[src/rtl/sorted_table_interpolator_unit_macros.svh]
// ----------------------------------------------------------------------------
// Assertion macros for the sorted table interpolator
// Shared check forms; each use names its own label and message.
// ----------------------------------------------------------------------------
`ifndef SORTED_TABLE_INTERPOLATOR_UNIT_MACROS_SVH
`define SORTED_TABLE_INTERPOLATOR_UNIT_MACROS_SVH

// Check a condition at every clock edge outside reset
`define STI_CHECK(lbl, cond, msg) \
   lbl: assert property (@(posedge clock) disable iff (reset) (cond)) else $error(msg);

// Check that a trigger is followed by a condition in the next cycle
`define STI_CHECK_NEXT(lbl, trig, cond, msg) \
   lbl: assert property (@(posedge clock) disable iff (reset) (trig) |=> (cond)) \
      else $error(msg);

`endif

[src/rtl/sti_pkg.sv]
// ----------------------------------------------------------------------------
// sti_pkg
// Types and constants shared by the interpolator front, back and top level.
// ----------------------------------------------------------------------------
`default_nettype none

package sti_pkg;

   localparam int TABLE_DEPTH = 1024;
   localparam int VALUE_WIDTH = 32;
   localparam int IDX_W       = $clog2(TABLE_DEPTH);
   localparam int CNT_W       = IDX_W + 1;
   localparam int EXT_W       = VALUE_WIDTH + 1;
   localparam int PROD_W      = 2 * EXT_W;
   localparam int STEP_W      = $clog2(EXT_W);
   localparam int QUEUE_DEPTH = 2;

   typedef enum logic [1:0] {
      OP_WRITE   = 2'd0,
      OP_INTERP  = 2'd1,
      OP_NEAREST = 2'd2
   } op_type;

   typedef struct packed {
      op_type                         op;
      logic [IDX_W-1:0]               slot;
      logic signed [VALUE_WIDTH-1:0]  x;
      logic signed [VALUE_WIDTH-1:0]  y;
      logic signed [VALUE_WIDTH-1:0]  target;
      logic [CNT_W-1:0]               cnt;
   } item_type;

   typedef enum logic [3:0] {
      S_IDLE,
      S_BND0,
      S_BND1,
      S_BNDCHK,
      S_SRD,
      S_SCMP,
      S_SEL,
      S_YCAP,
      S_NBL,
      S_NBR,
      S_NBCAP,
      S_EVAL,
      S_MUL,
      S_DIV,
      S_FIN,
      S_DONE
   } state_type;

endpackage

`default_nettype wire

[src/rtl/sti_front.sv]
// ----------------------------------------------------------------------------
// sti_front
// Accepts request transactions, drops the unused mode, and queues the rest.
// ----------------------------------------------------------------------------
`default_nettype none

`include "sorted_table_interpolator_unit_macros.svh"

module sti_front (
   input  wire logic                                 clock,
   input  wire logic                                 reset,
   input  wire logic                                 req_valid,
   output logic                                      req_stall,
   input  wire logic [1:0]                           req_mode,
   input  wire logic [sti_pkg::IDX_W-1:0]            req_slot,
   input  wire logic signed [sti_pkg::VALUE_WIDTH-1:0] req_point_x,
   input  wire logic signed [sti_pkg::VALUE_WIDTH-1:0] req_point_y,
   input  wire logic signed [sti_pkg::VALUE_WIDTH-1:0] req_target,
   input  wire logic [sti_pkg::CNT_W-1:0]            req_search_count,
   output logic                                      q_valid,
   output sti_pkg::item_type                         q_item,
   input  wire logic                                 q_pop
);
   import sti_pkg::*;

   localparam int PTR_W = $clog2(QUEUE_DEPTH);
   localparam int QC_W  = $clog2(QUEUE_DEPTH + 1);

   item_type           slot_ff [QUEUE_DEPTH];
   logic [PTR_W-1:0]   wr_ptr_ff;
   logic [PTR_W-1:0]   rd_ptr_ff;
   logic [QC_W-1:0]    count_ff;
   logic               accept;
   logic               push;
   logic               known;
   item_type           new_item;

   assign req_stall = (count_ff == QC_W'(QUEUE_DEPTH));
   assign accept    = req_valid && !req_stall;

   // Classify: only defined modes enter the queue
   always_comb begin
      case (req_mode)
         OP_WRITE, OP_INTERP, OP_NEAREST: known = 1'b1;
         default:                         known = 1'b0;
      endcase
   end

   assign push     = accept && known;
   assign new_item = '{op:     op_type'(req_mode),
                       slot:   req_slot,
                       x:      req_point_x,
                       y:      req_point_y,
                       target: req_target,
                       cnt:    req_search_count};

   assign q_valid = (count_ff != '0);
   assign q_item  = slot_ff[rd_ptr_ff];

   // Store pushed transaction
   always_ff @(posedge clock) begin
      if (push) begin
         slot_ff[wr_ptr_ff] <= new_item;
      end
   end

   // Advance pointers and fill count
   always_ff @(posedge clock) begin
      if (reset) begin
         wr_ptr_ff <= '0;
         rd_ptr_ff <= '0;
         count_ff  <= '0;
      end else begin
         if (push) begin
            wr_ptr_ff <= wr_ptr_ff + PTR_W'(1);
         end
         if (q_pop) begin
            rd_ptr_ff <= rd_ptr_ff + PTR_W'(1);
         end
         case ({push, q_pop})
            2'b10:   count_ff <= count_ff + QC_W'(1);
            2'b01:   count_ff <= count_ff - QC_W'(1);
            default: count_ff <= count_ff;
         endcase
      end
   end

   `STI_CHECK(a_count_bound, count_ff <= QC_W'(QUEUE_DEPTH), "queue count overflow")
   `STI_CHECK(a_pop_nonempty, !q_pop || count_ff != '0, "pop from empty queue")
   `STI_CHECK_NEXT(a_push_counts, push && !q_pop, count_ff != '0, "push lost")

endmodule

`default_nettype wire

[config.mk]
export PLATFORM = sky130hd
export DESIGN_NAME = sti_front
export DESIGN_NICKNAME = d
export VERILOG_FILES = /design/src/rtl/sti_pkg.sv /design/src/rtl/sti_front.sv
export VERILOG_INCLUDE_DIRS = /design/src /design/src/rtl
export SDC_FILE = /design/constraint.sdc
export NUM_CORES = 1
export LEC_CHECK = 0
export BUFFER_PORTS_ARGS = -buffer_cell sky130_fd_sc_hd__buf_2
export CAP_MARGIN = 5
export CELL_PAD_IN_SITES_DETAIL_PLACEMENT = 0
export CELL_PAD_IN_SITES_GLOBAL_PLACEMENT = 1
export CORE_ASPECT_RATIO = 1.2
export CORE_UTILIZATION = 30
export CTS_CLUSTER_DIAMETER = 80
export DETAILED_ROUTE_END_ITERATION = 12
export PLACE_DENSITY = 0.7
export SYNTH_ARGS = -nofsm -noshare
export SYNTH_HDL_FRONTEND = slang
export SYNTH_SLANG_ARGS = --single-unit
[constraint.sdc]
create_clock -name clock -period 7.5 [get_ports clock]
set_input_delay 1.5 -clock clock [delete_from_list [all_inputs] [get_ports clock]]
set_output_delay 1.5 -clock clock [all_outputs]
set_load 0.05 [all_outputs]
# == After elaboration in Yosys (flattened, before gate mapping) ==
# Memories as Yosys holds them, arrays and structs flattened. A register that Yosys moved wholly into a read port is not among the register bits.
# Cells that the tools add are included.
# W data, S select, Z words.
# totals
reg_bits,4
inputBits,123
ramBits,238
memories,1
wordCells,26
output_inout_bits,121
# op_classes
add_sub_neg,4
mux,6
eq_ne,5
reduce_logical,7
# mem_list
name,depth,word_bits,rd,rd_clocked_by_memory_dff,wr,line_no,text
slot_ff,2,119,1,1,1,sti_front.sv:29,item_type slot_ff [QUEUE_DEPTH];
# ops
op,n
$eq A2 B2 Y1 const B,3
$mux W1,5
$eq A2 B1 Y1 const B,2
$pmux W2 S2,1
$reduce_bool A2 Y1,2
$reduce_or A3 Y1,1
$add A1 B1 Y1 const B,2
$add A2 B1 Y2 const B,1
$logic_and A1 B1 Y1,2
$logic_not A2 Y1,1
$sub A2 B1 Y2 const B,1
$logic_not A1 Y1,1

# == Depth between registers and ports, before layout ==
# Gate-level depths: netlist (run 1).
# logic_depth
depth_word,6
mapped_depth,6

# == Worst setup path before layout (run 1) ==
# No wires, ideal clock.
# synth_path
kind,in2reg
start,input req_mode[0]
end,memory slot_ff[0][0] (netlist name) (enable)
setup_ns,0.599
stages,3
slack_ns,0.249
arrival_ns,6.652
path_cell_list,nand2_1 nand3b_1 nor2_1
# synth_via
elab_chain_len,6
# synth_rtl
element,line_no,text
"start, declared",sti_front.sv:14,"input wire logic [1:0] req_mode,"
"$eq A2 B1 Y1, or another cell as far along",sti_front.sv:43,case (req_mode)
$reduce_or A3 Y1 (*),sti_front.sv:43,
$mux W1 (*),sti_front.sv:43,
$logic_and A1 B1 Y1 (*),sti_front.sv:49,assign push = accept && known;
$mux W1 (*),sti_front.sv:62,if (push) begin
$mux W1 (implied by the code) (*),sti_front.sv:63,slot_ff[wr_ptr_ff] <= new_item;
"end, declared",sti_front.sv:29,
# Mark *: on every way between the ends. The rest lies on a longest branch, timed or not.

==> results.yml, run 1 <==
cts:
  max-clock-path-buffers: 3
  clkTransAtPathRegs_ps: 60
  hold_bufs_at_cts: 0
  htree_levels: 1
  clock_insertion_delay_at_the_later_pin_of_the_skew_report_ps: 520
  tritoncts.num_buffers: 25
  root_buffer: "sky130_fd_sc_hd__clkbuf_16"
  postCtsSetupRepairBufs: 0
  num_clock_sinks: 243
  postCtsResizedCells: 0
  cts_tree: "built"
worst_setup_path:
  rr_endpoint: "slot_ff[0][46]"
  slowest_delay_ps: 870
  reg2regPathDepth: 4
  worst-endpoint-required_ps: 6000
  critical_path.endpoint_type: "output pin"
  cp_data_arrival_time_ps: 2940
  crit_chain: "buf_4 -> mux2_2 -> buf_2"
  start_kind: "flip-flop"
  critical_path.top_delay_family: "buffers and inverters"
  worst-path-buf-inv: 2
  ff2ff_setup_slack_ps: 5360
  crit_path_max_fanout: 62
  timing.critical_path.depth: 3
  timing_worst_setup_path_type: "reg2out"
  timing.rr.start: "count_ff[0]"
  critPathSlowestCell: "sky130_fd_sc_hd__dfxtp_4"
status:
  status: "finished, final reports clean"
placed_design:
  globalplace.congestion: 0.682
  io_buffer_count: 243
  place_hpwl_um: 11200
  dp_worst_setup_slack_ps: 3520
  placedCellCount: 1015
route:
  routed-via-count: 4482
  first_pass_iters: 4
  route.detailed.vias_per_inst: 4.22
  wirelength_um: 17400
  post-route-drc-count: 0
  drt_iter0_drc: 157
  route.detailed.wl_per_inst_um: 16.4
  ant_nets: 0
timing:
  final-hold-violation-count: 0
  timing.max_slew.rel_slack_pct: 37.9
  max_freq_ghz: 0.225
  layout_worst_path_cycle_share_pct: 59.2
  timing.final.ws_setup_ps: 3060
  slew_violations: 0
  setup-tns-final_ps: 0
  worstMarginPinSlew_ps: 931
  setup_repair_after_global_routing_missed_its_margin: "false"
  setup-violations-final: 0
  clock-skew-final_ps: 11.3
  minimum_clock_period_after_layout_ps: 4440
pwr:
  leakage_nw: 4.12
  vdd_drop_max_mv: 0.187
  powerDensity_mw_per_mm2: 309
  power.total_w: 0.00348
synth:
  synth_seq_area_share_pct: 82.4
  yosys_warnings: 0
  postSynthRegisterBits: 243
  synth.avg_cell_area_um2: 22.3
  synthesis.area_mm2: 0.00880
  post_synth_num_cell_types: 17
  synth.net_count: 519
  synthCells: 395
final_layout:
  layout.cells.most_common: "sky130_fd_sc_hd__buf_2"
  drive_gt1_share_pct: 60.5
  most-common-layout-cells: "243 x sky130_fd_sc_hd__buf_2, 238 x sky130_fd_sc_hd__edfxtp_1, 120 x sky130_fd_sc_hd__mux2_2, 25 x sky130_fd_sc_hd__clkbuf_16, 7 x sky130_fd_sc_hd__clkbuf_1"
  finalNetCount: 781
  flow.area_growth_from_synthesis_pct: 28.1
  fill_cells: 2678
  fin_cells: 1062
floorplanning:
  floorplan.initialDensity_pct: 30.5
  rows: 68
  dieHeight_um: 190
  floorplan.core_area_mm2: 0.0288
  io-pin-count: 244
  die_ar_mm2: 0.0300
  die_width_um: 158
global_route:
  antenna_found_initial: 3
  grt_pass1_vias: 4749
  wire_length_of_the_first_global_routing_pass_um: 25600
  grt_usage_pct: 11.3
  globalRoute.totalOverflow: 0
  grt_start_max_net_pins: 64
worst_hold_path:
  hold_class: "reg2reg"
  worstHoldStart: "rd_ptr_ff"
  holdPathStages: 2
flow_run:
  cap_viol_max_count: 0
through the flow:
stage / cell area, um^2 / utilization, % / hold slack [ps]
floorplan: 8800 / - / 456
global placement: 10500 / 36.3 / 479
detailed placement: 10500 / 36.3 / 492
CTS: 11300 / 39.1 / 508
global route: 11300 / 39.1 / 563
finish: 11300 / 39.1 / 514
where the power goes:
part           leakage, nW  internal (W)  switching, W  total [W]
sequential            2.24       0.00162     0.0000352    0.00165
clock                0.391      0.000721      0.000490    0.00121
combinational         1.48      0.000167      0.000453   0.000620
total                 4.12       0.00250      0.000979    0.00348
layer usage:
metal	wire length, um	GRT usage, %
met4	442	3.81
met5	17	0
met3	1430	3.64
met1	6400	12.2
met2	9100	20.3
logic make-up after synthesis:
kind of cell               Yosys count  share of synthesized area, %
DFF                                243                          82.4
muxes                              120                          15.4
buffers and inverters               14                          1.09
and+or+nand+nor                     12                         0.640
xor gates and xnor gates             3                         0.299
AOI/OAI and AO/OA                    2                         0.114
adders and majority gates            1                         0.142
sequential cells by signal, summed over array words and instances, names as in the netlist, named ones only:
signal     cells
slot_ff      238
count_ff       2
rd_ptr_ff      1
wr_ptr_ff      1
synthesized netlist by cell type (all sizes together):
cell type / number / share of area, %
nor2: 7 / 0.30
nand2: 1 / 0.043
nand3b: 1 / 0.085
o21ai: 1 / 0.057
or2: 1 / 0.071
mux2: 120 / 15
a21oi: 1 / 0.057
dfxtp: 5 / 1.1
buf: 13 / 1.1
edfxtp: 238 / 81
xnor2: 2 / 0.20
nor2b: 1 / 0.071
inv: 1 / 0.043
xor2: 1 / 0.10
or3: 1 / 0.071
ha: 1 / 0.14
worst min-delay path: cells and delay by family, from the launching register on:
kind | cells | cell delay (ps)
flip-flops | 1 | 320
AND/OR/NAND/NOR | 1 | 70
XOR/XNOR | 1 | 80
how the worst max path moves through the flow:
stage / from / end / slack, ps
final: flip-flop / q_item[30] / 3060
after global routing: flip-flop / q_item[31] / 2860
after CTS: flip-flop / q_item[93] / 2970
after detailed placement: flip-flop / q_item[93] / 3520
after global placement: flip-flop / q_item[93] / 3520
after floorplan: req_mode[0] / slot_ff[0][0] / 250
cell type report:
class,count,area [um^2],share of cell area (%)
flip-flops and latches,243,7250,64.3
multi-input cells,138,1470,13.1
diodes,1,2.50,0.0222
clock inverters,14,159,1.41
inverters,1,3.75,0.0333
repair buffers,248,1250,11.1
clock buffers,32,652,5.78
well taps,385,482,4.27
Power figures use the tool's default switching activity.
==> inputs of run 2 (changes only) <==
--- a/config.mk
+++ b/config.mk
@@ -14,7 +14,7 @@
 export CORE_UTILIZATION = 30
 export CTS_CLUSTER_DIAMETER = 80
 export DETAILED_ROUTE_END_ITERATION = 12
-export PLACE_DENSITY = 0.7
+export PLACE_DENSITY = 0.68
 export SYNTH_ARGS = -nofsm -noshare
 export SYNTH_HDL_FRONTEND = slang
 export SYNTH_SLANG_ARGS = --single-unit
==> constraint.sdc (replaced) <==
create_clock -name clock -period 4.6 [get_ports clock]
set_input_delay 0.92 -clock clock [delete_from_list [all_inputs] [get_ports clock]]
set_output_delay 0.92 -clock clock [all_outputs]
set_load 0.05 [all_outputs]
==> run 2 against run 1 <==
Compared with the run above:
- critical path type unchanged
- global-route usage is 0.19 points lower
- critical path depth unchanged
- count of clock-buffer cells in the layout is 4 higher
- clock skew about the same
- design area about the same
- clock power rose by 59%
- register-to-register slack worse by 2800 ps
- sequential share of layout area shrank 0.057 points
- power grew 61%
- setup slack worse by 1900 ps
==> results.yml, run 2 (synthesis results as in run 1) <==
status:
  status: "finished, final reports clean"
flow_run:
  cap_viol_max_count: 0
global_route:
  grt_pass1_vias: 4610
  grt_start_max_net_pins: 120
  grt_usage_pct: 11.1
  globalRoute.totalOverflow: 0
  wire_length_of_the_first_global_routing_pass_um: 25200
  antenna_found_initial: 2
placed_design:
  placedCellCount: 1015
  place_hpwl_um: 10800
  placed_inst_area_mm2: 0.0105
  globalplace.congestion: 0.713
  dp_worst_setup_slack_ps: 1660
  io_buffer_count: 243
timing:
  worstMarginPinSlew_ps: 931
  setup_repair_after_global_routing_missed_its_margin: "false"
  timing.max_slew.rel_slack_pct: 37.9
  max_freq_ghz: 0.291
  slew_violations: 0
  clock-skew-final_ps: 11.3
  layout_worst_path_cycle_share_pct: 74.6
  final-hold-violation-count: 0
  minimum_clock_period_after_layout_ps: 3430
  holdWs_ps: 509
  setup-violations-final: 0
  timing.final.ws_setup_ps: 1170
worst_setup_path:
  start_kind: "flip-flop"
  critPathSlowestCell: "sky130_fd_sc_hd__dfxtp_4"
  cp_data_arrival_time_ps: 2510
  critical_path.top_delay_family: "flip-flops"
  slowest_delay_ps: 950
  timing_worst_setup_path_type: "reg2out"
  worst-endpoint-required_ps: 3680
  worst-path-buf-inv: 2
  critical_path.endpoint_type: "output pin"
  crit_chain: "buf_4 -> mux2_2 -> buf_2"
  crit_path_max_fanout: 63
floorplanning:
  floorplan.core_area_mm2: 0.0288
  io-pin-count: 244
  die_width_um: 158
  floorplan.initialDensity_pct: 30.5
  die_ar_mm2: 0.0300
  dieHeight_um: 190
  rows: 68
final_layout:
  postLayoutCellArea_mm2: 0.0113
  finalNetCount: 781
  layout.cells.most_common: "sky130_fd_sc_hd__buf_2"
  flow.area_growth_from_synthesis_pct: 28.2
  reg.largest.list: "slot_ff (238), count_ff (2)"
  fin_cells: 1059
  drive_gt1_share_pct: 60.3
  final_core_util_pct: 39.1
  registers.top_by_ff_count: "slot_ff"
  largest_reg_flops: 238
  most-common-layout-cells: "243 x sky130_fd_sc_hd__buf_2, 238 x sky130_fd_sc_hd__edfxtp_1, 120 x sky130_fd_sc_hd__mux2_2, 25 x sky130_fd_sc_hd__clkbuf_16, 9 x sky130_fd_sc_hd__clkbuf_1"
route:
  route.detailed.vias_per_inst: 4.25
  drt_iter0_drc: 201
  post-route-drc-count: 0
  ant_nets: 0
  routed-via-count: 4503
  wirelength_um: 16900
  route.detailed.wl_per_inst_um: 16.0
  first_pass_iters: 4
pwr:
  powerDensity_mw_per_mm2: 498
  leakage_nw: 4.12
  vdd_drop_max_mv: 0.346
cts:
  cts_tree: "built"
  clock_insertion_delay_at_the_later_pin_of_the_skew_report_ps: 510
  hold_bufs_at_cts: 0
  clkTransAtPathRegs_ps: 60
  htree_levels: 1
  tritoncts.num_buffers: 25
  postCtsResizedCells: 0
  max-clock-path-buffers: 3
  postCtsSetupRepairBufs: 0
  num_clock_sinks: 243
  root_buffer: "sky130_fd_sc_hd__clkbuf_16"
worst_hold_path:
  hold_class: "reg2reg"
==> run 2: cell count changes in the layout (fill, tap and decap cells not counted), sizes merged <==
| cell | previous run | this run |
|---|---|---|
| clkbuf | 32 | 36 |
| clkinv | 7 | 5 |
| clkinvlp | 2 | 0 |
| inv | 3 | 1 |
| bufinv | 3 | 2 |
==> run 2: worst reg2reg max path: stages (launching register included) <==
cell and delay (ps):
sky130_fd_sc_hd__dfxtp_1 390, sky130_fd_sc_hd__nor2b_1 70, sky130_fd_sc_hd__nand3b_1 330, sky130_fd_sc_hd__nor2_4 190
sky130_fd_sc_hd__buf_12 510
==> run 2: per-layer routing <==
layer | vias up | share of wire, % | global-route usage, %
met2 | 161 | 52 | 20.1
met1 | 2210 | 36 | 11.7
met5 | - | 0.077 | 0
met3 | 36 | 8.5 | 3.90
li1 | 2094 | - | -
met4 | 2 | 2.5 | 3.81
==> run 2: stage by stage <==
stage	total power (W)	TNS (ps)
2_1_floorplan	0.00351	-21460
3_3_place_gp	0.00376	0
3_5_place_dp	0.00377	0
4_1_cts	0.00571	0
5_1_grt	0.00585	0
6_report	0.00562	0
==> run 2: area by class of cell <==
cell class / instances / area [um^2]
Fill cell: 2670 / 17600
Timing Repair Buffer: 248 / 1290
Sequential cell: 243 / 7250
Multi-Input combinational cell: 138 / 1470
Inverter: 1 / 3.75
Clock buffer: 36 / 687
Antenna cell: 1 / 2.50
Tap cell: 385 / 482
Clock inverter: 7 / 96.3
==> run 2: where the power goes <==
part	switching (W)	internal [W]	total [W]	leakage, nW
clock network	0.000771	0.00115	0.00192	0.384
registers	0.0000606	0.00263	0.00269	2.24
logic	0.000730	0.000279	0.00101	1.49
total	0.00156	0.00406	0.00562	4.12
==> run 2: final timing paths <==
| check | start | slack (ps) | endpoint | cells after the start |
|---|---|---|---|---|
| setup / recovery | flip-flop | 1170 | q_item[81] | 3 |
| hold / removal | rd_ptr_ff | 510 | flip-flop | 2 |
| setup reg to reg | count_ff[0] | 2600 | slot_ff[0][83] | 4 |
| hold reg to reg | rd_ptr_ff | 510 | flip-flop | 2 |
==> inputs of run 3 (changes only) <==
--- a/config.mk
+++ b/config.mk
@@ -14,7 +14,7 @@
 export CORE_UTILIZATION = 30
 export CTS_CLUSTER_DIAMETER = 80
 export DETAILED_ROUTE_END_ITERATION = 12
-export PLACE_DENSITY = 0.68
+export PLACE_DENSITY = 0.7
 export SYNTH_ARGS = -nofsm -noshare
 export SYNTH_HDL_FRONTEND = slang
 export SYNTH_SLANG_ARGS = --single-unit
==> constraint.sdc (replaced) <==
create_clock -name clock -period 2.88 [get_ports clock]
set_input_delay 0.576 -clock clock [delete_from_list [all_inputs] [get_ports clock]]
set_output_delay 0.576 -clock clock [all_outputs]
set_load 0.05 [all_outputs]
==> run 3 against run 2 <==
Compared with the run above:
- sequential cell count unchanged
- final cell count unchanged
- global-route usage down 0.25 points
- largest cell class unchanged
- count of clock-buffer cells in the layout down 8
- critical path depth unchanged
- highest routed layer unchanged
- non-clock buffer count up 1
- clock power up 72%
==> results.yml, run 3 (synthesis results as in run 1) <==
route:
  wirelength_um: 16800
  first_pass_iters: 4
  routed-via-count: 4488
  drt_iter0_drc: 167
  route.detailed.vias_per_inst: 4.24
  route.detailed.wl_per_inst_um: 15.9
  ant_nets: 0
  post-route-drc-count: 0
pwr:
  power.share.combinational_pct: 18.1
  powerDensity_mw_per_mm2: 810
  p_clk_share_pct: 35.8
  leakage_nw: 4.17
  power_report.internal_total_w: 0.00670
  switching_share_pct: 27.5
  vdd_drop_max_mv: 0.584
  share_seq_of_total_power_pct: 46.1
  total_switching_power_w: 0.00254
cts:
  clock_insertion_delay_at_the_later_pin_of_the_skew_report_ps: 510
  cts_tree: "built"
  hold_bufs_at_cts: 0
  postCtsSetupRepairBufs: 0
  num_clock_sinks: 243
  htree_levels: 1
  clkTransAtPathRegs_ps: 60
  postCtsResizedCells: 0
  tritoncts.num_buffers: 25
  max-clock-path-buffers: 3
  root_buffer: "sky130_fd_sc_hd__clkbuf_16"
placed_design:
  placedCellCount: 1016
  dp_worst_setup_slack_ps: 868
  io_buffer_count: 243
  globalplace.congestion: 0.659
  place_hpwl_um: 11000
  placed_inst_area_mm2: 0.0106
worst_setup_path:
  ff2ff_setup_slack_ps: 1110
  crit_path_max_fanout: 61
  worst_setup_ep: "q_item[59]"
  critPathSlowestCell: "sky130_fd_sc_hd__mux2_2"
  rr_endpoint: "slot_ff[1][70]"
  slowest_delay_ps: 390
  start_kind: "flip-flop"
  worst-endpoint-required_ps: 2300
  timing_worst_setup_path_type: "reg2out"
  critical_path.endpoint_type: "output pin"
  crit_chain: "buf_12 -> mux2_2 -> buf_2"
  reg2regPathDepth: 4
  timing.rr.start: "count_ff[1]"
  cp_data_arrival_time_ps: 1830
timing:
  timing.final.ws_setup_ps: 469
  timing.max_slew.rel_slack_pct: 72.4
  layout_worst_path_cycle_share_pct: 83.7
  worstMarginPinSlew_ps: 414
  final-hold-violation-count: 0
  minimum_clock_period_after_layout_ps: 2410
  setup_repair_after_global_routing_missed_its_margin: "false"
  setup-violations-final: 0
  max_freq_ghz: 0.415
  slew_violations: 0
  setup-tns-final_ps: 0
  clock-skew-final_ps: 8.95
final_layout:
  most-common-layout-cells: "243 x sky130_fd_sc_hd__buf_2, 238 x sky130_fd_sc_hd__edfxtp_1, 120 x sky130_fd_sc_hd__mux2_2, 25 x sky130_fd_sc_hd__clkbuf_16, 6 x sky130_fd_sc_hd__buf_12"
  insertedDiodeCount: 0
  flow.area_growth_from_synthesis_pct: 29.7
  layout.cells.most_common: "sky130_fd_sc_hd__buf_2"
  reg.largest.list: "slot_ff (238), count_ff (2)"
  registers.top_by_ff_count: "slot_ff"
  fin_cells: 1059
  finalNetCount: 782
  drive_gt1_share_pct: 61.3
  fill_cells: 2681
  final_core_util_pct: 39.6
  postLayoutCellArea_mm2: 0.0114
  largest_reg_flops: 238
floorplanning:
  dieHeight_um: 190
  floorplan.core_area_mm2: 0.0288
  die_width_um: 158
  io-pin-count: 244
  rows: 68
  floorplan.initialDensity_pct: 30.5
  die_ar_mm2: 0.0300
global_route:
  wire_length_of_the_first_global_routing_pass_um: 24800
  grt_pass1_vias: 4635
  grt_start_max_net_pins: 65
  grt_usage_pct: 10.8
  globalRoute.totalOverflow: 0
  antenna_found_initial: 1
flow_run:
  cap_viol_max_count: 0
worst_hold_path:
  holdPathStages: 1
  worstHoldStart: "req_point_x[26]"
  hold_class: "in2reg"
status:
  status: "finished, final reports clean"
run 3: changes by cell type in the layout (fill, tap and decap cells not counted), sizes merged:
cell / before / now
clkinv: 5 / 7
clkinvlp: 0 / 2
buf: 248 / 249
bufinv: 2 / 5
diode: 1 / 0
inv: 1 / 2
clkbuf: 36 / 28
run 3: critical path, delay by kind of cell, from the launching register on:
family	cells	cell delay, ps
muxes	1	390
buffers and inverters	2	500
DFF	1	370
run 3: power groups by stage:
stage	logic (W)	registers, W	clock network [W]
3_5_place_dp	0.00170	0.00434	0
2_1_floorplan	0.00127	0.00433	0
4_1_cts	0.00171	0.00426	0.00342
5_1_grt	0.00177	0.00429	0.00353
3_3_place_gp	0.00169	0.00432	0
6_report	0.00168	0.00426	0.00331
run 3: final cells by class:
class	count	area (um^2)	area share [%]
repair buffers	249	1340	11.7
multi-input cells	138	1490	13.0
flip-flops and latches	243	7250	63.6
well taps	385	482	4.22
clock inverters	15	213	1.86
inverters	1	3.75	0.0329
clock buffers	28	637	5.58
run 3: metrics by stage:
stage	hold WS, ps	total power (W)
5_1_grt	218	0.00958
2_1_floorplan	461	0.00561
3_5_place_dp	504	0.00604
4_1_cts	216	0.00940
6_report	248	0.00924
3_3_place_gp	484	0.00602
run 3: how the worst min path moves through the flow:
stage / end / slack, ps
final: slot_ff[1][101] / 250
after floorplan: count_ff[1] / 460
after global routing: slot_ff[0][77] / 220
after global placement: count_ff[1] / 480
after CTS: slot_ff[0][42] / 220
after detailed placement: count_ff[1] / 500
run 3: metal layers:
| metal | track usage (%) | share of wire, % |
|---|---|---|
| met1 | 11.9 | 37 |
| met2 | 19.6 | 53 |
| met3 | 3.49 | 8.0 |
| met4 | 3.25 | 1.9 |
| met5 | 0 | 0.077 |
